[src/hw/rtl/tpcm_pkg.sv]
// Shared types, constants and helper functions of the continuity monitor.
package tpcm_pkg;

  localparam int unsigned TableEntries = 64;
  localparam int unsigned SlotBits = $clog2(TableEntries);
  localparam int unsigned CountBits = 24;
  localparam int unsigned KeyBits = 79;
  localparam int unsigned CntWordBits = 4 + 2 * CountBits;
  localparam logic [7:0] SyncValue = 8'h47;
  localparam logic [23:0] PesStart = 24'h000001;
  localparam logic [CountBits-1:0] CountMax = {CountBits{1'b1}};

  typedef enum logic [1:0] {
    OpProcess = 2'd0,
    OpClear = 2'd1,
    OpRead = 2'd2,
    OpNone = 2'd3
  } opcode_e;

  typedef enum logic [1:0] {
    KindUnknown = 2'd0,
    KindAudio = 2'd1,
    KindVideo = 2'd2
  } kind_e;

  typedef enum logic [2:0] {
    StIdle, StScan, StCheck, StRead, StUpd, StClear, StOut
  } back_state_e;

  typedef struct packed {
    logic [1:0] opcode;
    logic [31:0] dest_addr;
    logic [31:0] src_addr;
    logic [7:0] sync_byte;
    logic [7:0] hdr_byte1;
    logic [7:0] hdr_byte2;
    logic [7:0] hdr_byte3;
    logic [23:0] pes_prefix;
    logic [7:0] stream_id;
    logic [5:0] entry_index;
  } in_item_t;

  typedef struct packed {
    logic sync_ok;
    logic hit;
    logic new_entry;
    logic table_full;
    logic [5:0] slot;
    logic [12:0] pid;
    logic [1:0] stream_kind;
    logic [3:0] lost_now;
    logic [23:0] packet_count;
    logic [23:0] lost_count;
  } out_item_t;

  // Classified command handed from the front part to the back part.
  typedef struct packed {
    opcode_e op;
    logic sync_ok;
    logic may_insert;
    logic [31:0] dest;
    logic [31:0] src;
    logic [12:0] pid;
    logic [3:0] cc;
    kind_e kind;
    logic [5:0] index;
  } cmd_t;

  function automatic kind_e kind_of(logic [7:0] sid);
    kind_e k;
    k = KindUnknown;
    if (sid >= 8'hC0 && sid <= 8'hDF) k = KindAudio;
    else if (sid >= 8'hE0 && sid <= 8'hEF) k = KindVideo;
    return k;
  endfunction

  function automatic logic [CountBits-1:0] sat_add(logic [CountBits-1:0] a,
                                                    logic [3:0] b);
    logic [CountBits:0] r;
    r = {1'b0, a} + {{(CountBits - 3){1'b0}}, b};
    return r[CountBits] ? CountMax : r[CountBits-1:0];
  endfunction

endpackage

[src/hw/rtl/tpcm_front.sv]
// Front part: accepts input items, decodes the header and queues commands.
module tpcm_front (
  input  logic                clk_i,
  input  logic                rst_ni,
  input  logic                push_i,
  output logic                full_o,
  input  tpcm_pkg::in_item_t  item_i,
  output logic                cmd_valid_o,
  output tpcm_pkg::cmd_t      cmd_o,
  input  logic                cmd_take_i
);
  tpcm_pkg::cmd_t q_q [2];
  logic wr_q, rd_q;
  logic [1:0] cnt_q;
  tpcm_pkg::cmd_t dec;
  logic do_push, do_pop;

  always_comb begin
    dec.op = tpcm_pkg::opcode_e'(item_i.opcode);
    dec.sync_ok = (item_i.sync_byte == tpcm_pkg::SyncValue);
    dec.may_insert = item_i.hdr_byte1[6] && (item_i.pes_prefix == tpcm_pkg::PesStart);
    dec.dest = item_i.dest_addr;
    dec.src = item_i.src_addr;
    dec.pid = {item_i.hdr_byte1[4:0], item_i.hdr_byte2};
    dec.cc = item_i.hdr_byte3[3:0];
    dec.kind = tpcm_pkg::kind_of(item_i.stream_id);
    dec.index = item_i.entry_index;
  end

  assign full_o = (cnt_q == 2'd2);
  assign do_push = push_i && !full_o;
  assign do_pop = cmd_take_i && (cnt_q != 2'd0);
  assign cmd_valid_o = (cnt_q != 2'd0);
  assign cmd_o = q_q[rd_q];

  always_ff @(posedge clk_i) begin
    if (do_push) q_q[wr_q] <= dec;
  end

  always_ff @(posedge clk_i or negedge rst_ni) begin
    if (!rst_ni) begin
      wr_q <= 1'b0;
      rd_q <= 1'b0;
      cnt_q <= 2'd0;
    end else begin
      if (do_push) wr_q <= !wr_q;
      if (do_pop) rd_q <= !rd_q;
      cnt_q <= cnt_q + {1'b0, do_push} - {1'b0, do_pop};
    end
  end

  assert property (@(posedge clk_i) disable iff (!rst_ni) cnt_q <= 2'd2)
    else $error("command queue overflow");
  assert property (@(posedge clk_i) disable iff (!rst_ni)
    (cnt_q == 2'd0) |-> !cmd_valid_o) else $error("valid from empty queue");
  assert property (@(posedge clk_i) disable iff (!rst_ni)
    (full_o && !do_pop) |=> (cnt_q == 2'd2)) else $error("full queue lost a command");
endmodule

[config.mk]
export PLATFORM = sky130hd
export DESIGN_NAME = tpcm_front
export DESIGN_NICKNAME = d
export VERILOG_FILES = /design/src/hw/rtl/tpcm_pkg.sv /design/src/hw/rtl/tpcm_front.sv
export SDC_FILE = /design/constraint.sdc
export NUM_CORES = 1
export LEC_CHECK = 0
export BUFFER_PORTS_ARGS = -buffer_cell sky130_fd_sc_hd__buf_2
export CELL_PAD_IN_SITES_DETAIL_PLACEMENT = 0
export CELL_PAD_IN_SITES_GLOBAL_PLACEMENT = 1
export CORE_ASPECT_RATIO = 0.75
export CORE_UTILIZATION = 38
export CTS_CLUSTER_SIZE = 12
export DETAILED_ROUTE_END_ITERATION = 12
export GPL_ROUTABILITY_DRIVEN = 0
export PLACE_DENSITY_LB_ADDON = 0.25
export SKIP_CTS_REPAIR_TIMING = 1
export SYNTH_ARGS = -nofsm -noshare
export SYNTH_HDL_FRONTEND = slang
export SYNTH_SLANG_ARGS = --single-unit
[constraint.sdc]
create_clock -name clk_i -period 5.27 [get_ports clk_i]
set_clock_uncertainty 0.1 [all_clocks]
set_input_delay 1.054 -clock clk_i [delete_from_list [all_inputs] [get_ports clk_i]]
set_output_delay 1.054 -clock clk_i [all_outputs]
set_load 0.005 [all_outputs]
[After elaboration in Yosys (flattened, before gate mapping)]
Memory sizes are Yosys's and may differ from the RTL's.
Index checks and enable logic that the tools add are counted.
Word-level totals
  memories kept: 1
  output and inout port bits: 95
  RAM bits: 186
  flip-flop bits (word level): 4
  logic and storage cells: 26
  input port bits: 140
Cells by class
  reduce and logical (&&, ||, !) cells: 9
  add/sub/neg operators: 2
  mux-type cells: 4
  eq/ne operators: 3
  magnitude comparators: 4
Memories
  q_q: words 2, bits a word 93, read ports 1, clocked after memory_dff 0, wr ports 1, line tpcm_front.sv:12  | tpcm_pkg::cmd_t q_q [2];
Operators by type and width (number)
  $eq 24x1->1 const B: 1
  $ge 8x8->1 const B: 2
  $le 8x8->1 const B: 2
  $eq 8x7->1 const B: 1
  $logic_and 1x1->1: 5
  $mux 2: 2
  $logic_not 1->1: 3
  $add 2x1->2: 1
  $eq 2x2->1 const B: 1
  $mux 1: 2
  $reduce_bool 2->1: 1
  $sub 2x1->2: 1

[Logic depth before layout (Yosys ltp)]
Gate-level depths: netlist (run 1).
  word-level depth: 5
  gate-level depth with buffers: 7
  mapped depth without buffers: 7

[Worst setup path after synthesis (run 1)]
OpenSTA, ideal clock, no wires.
  path type: in2reg
  from: input port push_i
  to: memory q_q[0][0] in the netlist's numbering (enable)
  buffers on the path: 0
  data required time: 4.625 ns
  library setup time: 0.545 ns
  data arrival time: 5.022 ns
  slack: -0.397 ns
  cell stages on the path: 2
  cell sequence: nand2_1 -> nor2_1
On the way
  cells in the longest elaborated chain, start to end: 3
RTL lines
  from (decl): line tpcm_front.sv:5  | input logic push_i,
  $logic_and 1x1->1: line tpcm_front.sv:31  | assign do_push = push_i && !full_o;
  $mux 1: line tpcm_front.sv:37  | if (do_push) q_q[wr_q] <= dec;
  $mux 1 (implied by the code): line tpcm_front.sv:37
  to (decl): line tpcm_front.sv:12
No other way between the ends.

==> results.cfg, run 1 <==
[clock_tree]
cts-root-buf = clkbuf_16
clk_pin_slew_ps = 70
cts_buffers = 17
clkLatencyLatePin_ps = 420
tritoncts = built
cts.path.max_buffers = 2
clkSinkCount = 190
htreeDepth = 4

[timing]
fin_crit_ps = 3460
hold_viol = 0
worst_pin_slew_ps = 918
max_slew_margin = 0.388
fmax_ghz = 0.289
post-route-period-util = 0.657
tns_ps = 0
setup_viol = 0
maxSlewViolCount = 0
grt_setup_unrepaired = no

[routing]
routed_wirelength_mm = 13.0
drtIter0Drc = 222
drt_pre_antenna_iters = 4
num_vias = 3692
drt_drc_violations_left = 0
final_antenna_net_count = 0
vias_per_cell = 4.53
routedWlPerCell_um = 15.9

[pwr]
max-vdd-ir-drop_mv = 0.287
power.density_nw_per_um2 = 511
total_leakage_power_nw = 3.37

[yosys]
yosysMostFrequentCell = edfxtp_1
avgSynthCellArea_sq_um = 21.7
seq_area_frac_synth = 0.810
yosysWarnings = 0
syn_inst = 323
synth_top_area_frac = 0.796
yosysTopAreaCell = edfxtp_1
ys_top_cells_by_count = 186 x edfxtp_1, 93 x mux2_2, 6 x buf_6, 5 x nor4_1
synth_edf_count = 186
synth.area.top_cells = edfxtp_1 80%, mux2_2 15%, dfrtp_1 1.4%, buf_6 0.96%, nor4_1 0.45%
synth-async-reset-ratio = 0.0211
ys.flop_type = edfxtp_1
synth_cell_types = 23
syn_area_sq_um = 7020
synth_nets = 465
ys_seq_elements = 190

[die]
initial_core_util = 0.393
io_pins = 235
die-area_sq_um = 19000
die_h_um = 120
num_rows = 42
die_width_um = 159
coreArea_sq_um = 17900

[critical_path]
slowest_stage = dfrtp_4
start_kind = register
crit_buf_inv = 2
cp_max_fo = 57
max_stage_delay_ps = 940
crit_family = flip-flops
cp.depth = 3
worstSetupPathType = reg -> out
ff2ff_path_depth = 3
rrSetupSlack_ps = 2920
reg2reg_from = cnt_q[1]
cp_data_required_time_ps = 4120
r2r_end = q_q[1][84]
end_kind = output pin
crit_chain = buf_4, mux2_2, buf_2
worst_ep_arrival_time_ps = 2310

[grt]
grt_overflow_total = 0
grtUsageTotal = 0.139
grt_max_degree = 65
grt_pass1_wl_mm = 19.9
antenna_found_initial = 2
grt_pass1_vias = 3776

[placed_design]
place_hpwl_mm = 8.56
port_buffers = 224
place_area_sq_um = 8410

[run]
maxCapViolCount = 0

[min_path]
hold_class = in -> async

[outcome]
status = completed

[final_layout]
area_growth_syn_to_layout_pct = 27.2
stdcell_area_sq_um = 8930
diodes = 0
layout-drive-gt1-share = 0.618
nets = 703
through the flow:
step                      total power [W]  cells  utilization  hold slack, ps  setup slack, ps
after detailed placement          0.00348    784        0.470             386             2160
final                             0.00456    815        0.500             325             1810
after floorplan                   0.00298    323            -             360             1170
after global placement            0.00346    784        0.470             374             2170
after CTS                         0.00464    815        0.500             308             1700
after global routing              0.00480    815        0.500             304             1610
routing by layer:
layer,GRT usage,routed length [um],up-vias,part of all wire
met1,0.171,5670,1784,0.44
met4,0.0439,145,4,0.011
met2,0.215,6010,133,0.46
met5,0,31,-,0.0024
met3,0.0674,1140,16,0.088
li1,-,-,1755,-
worst register-to-register path: cells and delay by family (launching register included):
kind                   cells  cell delay (ps)
AND/OR/NAND/NOR            2              930
buffers and inverters      1              560
flip-flops                 1              400
power by group:
part	switching (W)	internal, W	total [W]
clock	0.000537	0.000606	0.00114
sequential	0.000155	0.00207	0.00222
combinational	0.000566	0.000628	0.00119
total	0.00126	0.00330	0.00456
layout make-up:
cell class / instances / area [sq um]
multi-input combinational: 121 / 1250
timing repair buffer: 229 / 1160
sequential: 190 / 5690
tap: 242 / 303
clock inverter: 11 / 83.8
clock buffer: 20 / 437
inverter: 2 / 7.51
fill: 1545 / 8940
registers in the layout, summed over array words and instances (netlist names):
signal  cells
wr_q        1
rd_q        1
cnt_q       2
q_q       186
cells in the final DEF, fill, tap and decap left out, types with 4 or more instances in the layout:
master / synthesis / routed
buf_2: 3 / 224
edfxtp_1: 186 / 186
mux2_2: 93 / 93
clkbuf_16: 0 / 17
nor4_1: 5 / 5
buf_4: 1 / 5
clkinvlp_4: 0 / 4
inv_6: 0 / 4
worst max-delay path by stage:
stage	start	end	slack [ps]
2_1_floorplan	push_i	q_q[0][0]	1170
3_3_place_gp	rd_q	cmd_o[2]	2170
3_5_place_dp	rd_q	cmd_o[7]	2160
4_1_cts	rd_q	cmd_o[7]	1700
5_1_grt	rd_q	cmd_o[7]	1610
6_report	rd_q	cmd_o[6]	1810
cell families (layout without fill, tap and decap cells):
family                     after synthesis  in the layout  synth area share
adders and majority gates                2              2           0.00357
muxes                                   93             93             0.149
xor gates and xnor gates                 4              4           0.00499
and+or+nand+nor                         22             22            0.0182
DFF                                    190            190             0.810
buffers and inverters                   12            262            0.0139
(Power assumes the default switching activity.)
==> run 2, diff against run 1 <==
--- a/config.mk
+++ b/config.mk
@@ -5,11 +5,12 @@
 export SDC_FILE = /design/constraint.sdc
 export NUM_CORES = 1
 export LEC_CHECK = 0
+export ABC_AREA = 1
 export BUFFER_PORTS_ARGS = -buffer_cell sky130_fd_sc_hd__buf_2
 export CELL_PAD_IN_SITES_DETAIL_PLACEMENT = 0
 export CELL_PAD_IN_SITES_GLOBAL_PLACEMENT = 1
 export CORE_ASPECT_RATIO = 0.75
-export CORE_UTILIZATION = 38
+export CORE_UTILIZATION = 39
 export CTS_CLUSTER_SIZE = 12
 export DETAILED_ROUTE_END_ITERATION = 12
 export GPL_ROUTABILITY_DRIVEN = 0
==> constraint.sdc (replaced) <==
create_clock -name clk_i -period 3.5 [get_ports clk_i]
set_clock_uncertainty 0.1 [all_clocks]
set_input_delay 0.7 -clock clk_i [delete_from_list [all_inputs] [get_ports clk_i]]
set_output_delay 0.7 -clock clk_i [all_outputs]
set_load 0.005 [all_outputs]
==> run 2 against run 1 <==
  * Utilization rose by 1.2 points
  * Cell count rose by 26%
  * Via count rose by 25%
  * Sequential cell count did not move
  * Register-to-register slack got worse by 1300 ps
  * Count of clock-buffer cells in the layout fell by 3
  * Synthesized cell count rose by 67%
  * Highest routed layer unchanged
==> results.cfg, run 2 <==
[grt]
top_usage_layer = met2
grt_max_degree = 68
met3_usage = 0.0671
met1_usage = 0.181
grt_overflow_total = 0
grtUsageTotal = 0.163
antenna_found_initial = 1
grt_pass1_wl_mm = 22.7
grt_pass1_vias = 4575
globalRouteMet2Util = 0.280

[yosys]
yosysTopAreaCell = edfxtp_1
synth_top_family_by_area = simple AND/OR/NAND/NOR gates
synth_edf_count = 186
seq_area_frac_synth = 0.803
synth_mux_area_frac = 0
synthAdderAreaFrac = 0.00354
avgSynthCellArea_sq_um = 13.2
synth_compound_area_frac = 0.00124
syn_inst = 538
synth_cell_types = 17
synth_top_area_frac = 0.789
synth.area.top_cells = edfxtp_1 79%, nand2_1 15%, dfrtp_1 1.4%, buf_2 1.3%, nor2_1 1.1%
yosysWarnings = 0
ys_seq_elements = 190
yosysMostFrequentCell = nand2_1
synth_nets = 680
ys.flop_type = edfxtp_1
synth-async-reset-ratio = 0.0211
syn_area_sq_um = 7080
ys_top_cells_by_count = 289 x nand2_1, 186 x edfxtp_1, 20 x nor2_1, 18 x buf_2, 6 x inv_1
synth_xor_area_frac = 0.00495
synth-simple-area-share = 0.169

[routing]
routed_wirelength_mm = 14.5
final_antenna_net_count = 0
drtIter0Drc = 287
vias_per_cell = 4.51
num_vias = 4622
drt_drc_violations_left = 0
drt_pre_antenna_iters = 4
routedWlPerCell_um = 14.1

[min_path]
whs_path_depth = 1
hold_class = in -> reg

[die]
coreArea_sq_um = 17700
initial_core_util = 0.400
die-area_sq_um = 18700
io_pins = 235
num_rows = 42
die_h_um = 119
die_width_um = 158

[run]
maxCapViolCount = 0

[critical_path]
ff2ff_path_depth = 4
end_kind = output pin
worstSetupPathType = reg -> out
cp_data_required_time_ps = 2700
cp_max_fo = 59
rrSetupSlack_ps = 1650
start_kind = register
worst_ep_arrival_time_ps = 2120

[clock_tree]
clkSinkCount = 190
clk_pin_slew_ps = 70
cts_buffers = 17
cts.path.max_buffers = 2
clkLatencyLatePin_ps = 420
cts-root-buf = clkbuf_16
htreeDepth = 4
tritoncts = built

[timing]
fin_hold_ws_ps = 355
grt_setup_unrepaired = no
post-route-period-util = 0.834
maxSlewViolCount = 0
worst_pin_slew_ps = 763
fmax_ghz = 0.343
hold_viol = 0
max_slew_margin = 0.491
fin_crit_ps = 2920
setup_viol = 0

[pwr]
power.density_nw_per_um2 = 792
p_total_w = 0.00717
max-vdd-ir-drop_mv = 0.377
total_leakage_power_nw = 3.92

[final_layout]
top_regs = q_q (186), cnt_q (2)
final_common_cell = nand2_1
stdcell_area_sq_um = 9050
largest-register = q_q
nets = 911
layout_common_cells = 289 x nand2_1, 224 x buf_2, 186 x edfxtp_1, 18 x nor2_1, 17 x clkbuf_16
area_growth_syn_to_layout_pct = 27.9
largest_reg_flops = 186
layout-drive-gt1-share = 0.341
diodes = 0

[placed_design]
port_buffers = 224
place_hpwl_mm = 9.20
place_area_sq_um = 8480

[outcome]
status = completed
## run 2: cell count changes in the layout (fill, tap and decap cells not counted), moves of 3 or more
| cell | change |
|---|---|
| mux2_2 | -93 |
| clkbuf_1 | -3 |
| nor2_1 | +15 |
| nand2_1 | +287 |
| clkinv_4 | +3 |
| inv_1 | +4 |
| nor4_1 | -5 |
## run 2: cell families (layout without fill, tap and decap cells)
kind of cell	count (synthesis)	count (layout)
adders and majority gates	2	2
and+or+nand+nor	314	314
buffers and inverters	27	271
xor gates and xnor gates	4	4
AOI/OAI and AO/OA	1	1
DFF	190	190
## run 2: routing by layer
| metal | vias up | wire length, um | part of all wire |
|---|---|---|---|
| li1 | 2267 | - | - |
| met1 | 2177 | 5970 | 0.41 |
| met2 | 155 | 7030 | 0.49 |
| met3 | 21 | 1260 | 0.087 |
| met4 | 2 | 197 | 0.014 |
| met5 | - | 10 | 0.00069 |
## run 2: final cells by class
type                       count  area [sq um]
fill                        1590          8660
sequential                   190          5690
multi-input combinational    321          1280
timing repair buffer         232          1200
clock buffer                  17           425
tap                          242           303
clock inverter                15           131
inverter                       7          27.5
## run 2: worst max-delay path, stage by stage, from the launching register on
cell and delay, ps:
dfrtp_4 860, buf_4 480, nand2_1 90, nand2_1 120, buf_2 130
## run 2: power by group
group / switching, W / internal [W] / total (W)
clock: 0.000865 / 0.000930 / 0.00179
combinational: 0.00127 / 0.000765 / 0.00204
sequential: 0.000226 / 0.00311 / 0.00334
## run 2: worst paths after layout
| path | startpoint | endpoint |
|---|---|---|
| setup / recovery | rd_q | cmd_o[40] |
| max in group asynchronous | rst_ni | rd_q |
| min in group asynchronous | rst_ni | cnt_q[1] |
| hold / removal | item_i[105] | q_q[0][60] |
| setup reg to reg | cnt_q[1] | q_q[0][24] |
| hold reg to reg | cnt_q[0] | cnt_q[0] |
## run 2: through the flow
| step | utilization | std cells | setup TNS [ps] | worst slack, ps |
|---|---|---|---|---|
| 6_report | 0.511 | 1024 | 0 | 581 |
| 5_1_grt | 0.511 | 1024 | 0 | 399 |
| 3_3_place_gp | 0.479 | 991 | 0 | 961 |
| 2_1_floorplan | - | 538 | -43350 | -233 |
| 3_5_place_dp | 0.479 | 991 | 0 | 973 |
| 4_1_cts | 0.511 | 1023 | 0 | 494 |
